File: src/hw/rtl/dpc_ram.sv
`default_nettype none

module dpc_ram #(
  parameter int unsigned Width = 8,
  parameter int unsigned Depth = 2
) (
  input  wire logic                                    clk_i,
  input  wire logic                                    we_i,
  input  wire logic [((Depth > 1) ? $clog2(Depth) : 1)-1:0] waddr_i,
  input  wire logic [Width-1:0]                        wdata_i,
  input  wire logic [((Depth > 1) ? $clog2(Depth) : 1)-1:0] raddr_i,
  output logic      [Width-1:0]                        rdata_o
);

  logic [Width-1:0] mem_q [Depth];

  // One write port and one registered read port.
  always_ff @(posedge clk_i) begin
    if (we_i) begin
      mem_q[waddr_i] <= wdata_i;
    end
    rdata_o <= mem_q[raddr_i];
  end

endmodule

`default_nettype wire

File: config.mk
export PLATFORM = sky130hd
export DESIGN_NAME = dpc_ram
export DESIGN_NICKNAME = d
export VERILOG_FILES = /design/src/hw/rtl/dpc_ram.sv
export SDC_FILE = /design/constraint.sdc
export NUM_CORES = 1
export LEC_CHECK = 0
export BUFFER_PORTS_ARGS = -buffer_cell sky130_fd_sc_hd__buf_4
export CORE_MARGIN = 2
export CORE_UTILIZATION = 44
export CTS_CLUSTER_DIAMETER = 50
export DETAILED_ROUTE_END_ITERATION = 7
export PLACE_DENSITY_LB_ADDON = 0.1
export SYNTH_ARGS = -nofsm -noshare
export SYNTH_HDL_FRONTEND = slang
export SYNTH_SLANG_ARGS = --single-unit
export TNS_END_PERCENT = 100
File: constraint.sdc
create_clock -name clk_i -period 1.1 [get_ports clk_i]
set_clock_uncertainty 0.05 [all_clocks]
set_input_delay 0.275 -clock clk_i [delete_from_list [all_inputs] [get_ports clk_i]]
set_output_delay 0.275 -clock clk_i [all_outputs]
set_load 0.03 [all_outputs]
Word level (Yosys, flattened, before mapping)
Memories as Yosys holds them, arrays and structs flattened. A register that Yosys moved wholly into a read port is not among the register bits.
Cells that the tools add are included.
- register bits: 0
- bits in writable memories: 16
- input port bits: 12
- word-level logic and storage cells: 3
- memories kept: 1
- memory list (memory ; words ; width ; read ports ; clocked after Yosys merged registers in ; write ports ; RTL line ; source):
    mem_q ; 2 ; 8 ; 1 ; 1 ; 1 ; 15 ; logic [Width-1:0] mem_q [Depth];
- muxes and demuxes: 2
- operators with widths (operator ; number):
    $mux W1 ; 2

Depth between registers and ports, before layout
- depth in word-level cells: 2
- depth in mapped cells: 2
- gate-level depth less buffers: 1

Worst setup path after synthesis
No wires, ideal clock.
- path type: in2reg
- start point: input we_i
- end point: memory mem_q[0][0] (enable)
- library setup time: 0.373 ns
- arrival time: 0.695 ns
- path slack: -0.018 ns
- stages: 1
- buffers on the path: 0
- cells stage by stage: nor2b_1
- longest elaborated chain between the ends: 2
- ends and longest elaborated chain (what ; RTL line ; source):
    from (decl) ; 8 ; input wire logic we_i,
    $mux W1 ; 19 ; if (we_i) begin
    $mux W1 (not written as such) ; 20 ; mem_q[waddr_i] <= wdata_i;
    to (decl) ; 15 ;
No other way between the ends.

Worst setup path in the final report
- start point: register rdata_o[5] (read register of mem_q)
- end point: output rdata_o[5]
- RTL lines (what ; RTL line ; source):
    from (decl) ; 12 ; output logic [Width-1:0] rdata_o
No word-level cell between the ends.

==> metrics.md <==
| Metric | Value |
|---|---|
| Status | `finished, final reports clean` |
| Critical path cell sequence | `buf_6` |
| Crit path required time | `770 ps` |
| Io pins | `20` |
| Critical path's largest stage delay | `340 ps` |
| Bufs on Longest Clock Path | `2` |
| Hold/Removal Path Class | `input port to flip-flop` |
| Drt drc | `0` |
| Clock slew at the register clock pins of the worst setup and hold paths | `120 ps` |
| Seq/Total Area, Yosys | `0.817` |
| Top post-synthesis cells by area | `edfxtp_1, dfxtp_1, mux2_4, buf_6, and2_1` |
| Grt total ovfl | `0` |
| Vias in the first global route | `381` |
| Per-cell routed wire length | `11.4 um` |
| Antenna violations before repair | `0` |
| CP Class | `flip-flop to primary output` |
| #FFs+latches synth | `24` |
| Final Max Tran Viols | `0` |
| Crit end category | `primary output` |
| Pwr Total | `1.65 mW` |
| WHS Path Cells | `1` |
| Drt pass-1 iters | `3` |
| Vias per inst | `4.20` |
| Syn avg cell area | `22.4 um2` |
| Final Cycle Share | `0.990` |
| Hold buffer count at cts | `0` |
| Layout area overhead | `33.3%` |
| Cell variety after synth | `6` |
| First-pass GRT wire length | `1520 um` |
| CORE AREA | `0.00171 mm2` |
| P_leak | `0.426 nW` |
| Clock root buffer | `clkbuf_4` |
| Startpoint Class | `flip-flop` |
| Setup TNS | `0 ps` |
| Slowest cell on the critical path | `dfxtp_2` |
| Fraction of layout cells with a size suffix above 1 | `0.705` |
| Synth area leader | `edfxtp_1` |
| Layout Cells excl Fill | `86` |
| Crit-path max FO | `1` |
| Clk sinks | `24` |
| Die ar. | `0.00214 mm2` |
| Hold Path Origin | `wdata_i[0]` |
| Syn Nets | `47` |
| Post-placement cell count | `82` |
| Relative slew margins | `0.896` |
| Iteration-0 DRC Markers | `4` |
| Critical path buffers and inverters | `1` |
| Arrival time of the worst setup path | `760 ps` |
| H-Tree Depth | `1` |
| Fmax | `918 MHz` |
| Vias | `361` |
| Worst R2R Start | `mem_q[0][5]$_DFFE_PP_` |
| Final setup violation count | `0` |
| RePlAce Congestion | `0.637` |
| Routed WL | `978 um` |
| Worst setup endpoint | `rdata_o[5]` |
| Final setup margin | `10.5 ps` |
| Critical Path Stages | `1` |
| Worst-margin pin slew | `156 ps` |
| Synth Warn # | `0` |
| CTS Buf Count | `3` |
| Mapped Area | `785 um2` |
| Post-layout min period | `1090 ps` |
| Later-pin clock latency in the skew report | `300 ps` |
| R2r setup slk | `290 ps` |
| Final Hold Viols | `0` |
| Share of the synthesized area in the top cell type | `0.612` |
| Die height | `46.2 um` |
| Rows | `15` |
| Pin count of the biggest net entering global routing | `14` |
| Die Wd | `46.2 um` |
| Routed Antenna Nets | `0` |
| Worst reg-to-reg path cell count | `1` |
| Dpl ws | `99.5 ps` |
| Max-cap viol count | `0` |
| NumNets Final | `74` |
| # port buffers | `19` |
| RR Endpoint | `rdata_o[5]$_DFF_P_` |
| Worst setup path startpoint | `rdata_o[5]$_DFF_P_` |
| Ant diodes | `0` |
| Top delay family on crit path | `flip-flops` |
| CTS tree | `done` |
| Starting Density | `0.459` |
| Cell Pwr Density | `1580 mW/mm2` |
| RSZ-0062 raised after global routing | `yes` |
| Max IR drop VDD | `1100 uV` |
| Post-Syn Instances | `35` |
| Gr usage total | `0.112` |
## report_power, final
group	switching (mW)	total (mW)	internal [mW]
registers	0.0215	1.06	1.04
logic	0.0992	0.224	0.125
clock network	0.233	0.366	0.132
## registers in the layout (all words and copies together) (netlist names)
signal   cells
mem_q       16
rdata_o      8
## synth_stat cells
cell type and instances:
nor2b_1 1, buf_6 1, mux2_4 8, and2_1 1
dfxtp_1 8, edfxtp_1 16
## logic make-up (layout without fill, tap and decap cells)
family        after synthesis  count (layout)  share of synthesized area
mux                         8               8                      0.153
buf+inv                     1              27                     0.0144
flops                      24              24                      0.817
simple gates                2               2                     0.0160
## worst min-delay path by stage
stage | to | slack [ps]
6_report | mem_q[0][0]$_DFFE_PP_ | 100
3_5_place_dp | rdata_o[0]$_DFF_P_ | 410
2_1_floorplan | mem_q[0][0]$_DFFE_PP_ | 320
4_1_cts | mem_q[0][0]$_DFFE_PP_ | 80
3_3_place_gp | rdata_o[1]$_DFF_P_ | 410
5_1_grt | mem_q[0][0]$_DFFE_PP_ | 80
## cell type report
cell class	instances	area (um2)
Tap cell	25	31.3
Multi-Input combinational cell	10	135
Timing Repair Buffer	23	203
Fill cell	130	662
Clock buffer	3	22.5
Clock inverter	1	3.75
Sequential cell	24	651
## what timing repair did
item / 4_1_cts / 5_1_grt
pin swaps: 0 / 0
setup buffers: 0 / 0
setup endpoints to repair: 8 / 8
gates resized for setup: 16 / 0
## metal layers
layer | part of all wire | routed length [um] | GRT usage | up-vias
met5 | 0 | 0 | 0 | -
met1 | 0.42 | 414 | 0.131 | 168
met2 | 0.52 | 511 | 0.167 | 12
li1 | - | - | - | 179
met3 | 0.043 | 42 | 0.0275 | 2
met4 | 0.010 | 10 | 0.103 | 0
## metrics by stage
stage,area [um2],util,hold slack (ps)
CTS,1050,0.612,83.5
global route,1050,0.612,80.9
floorplan,787,-,324
finish,1050,0.612,96.6
global placement,980,0.574,406
detailed placement,980,0.574,408
## placed cells by master (no fill, tap or decap)
cell and n:
clkinv_1 1, nor2b_2 1, buf_4 15, buf_6 8
dfxtp_2 8, mux2_4 8, and2_1 1, edfxtp_1 16
clkbuf_4 3
Power figures use the tool's default switching activity.
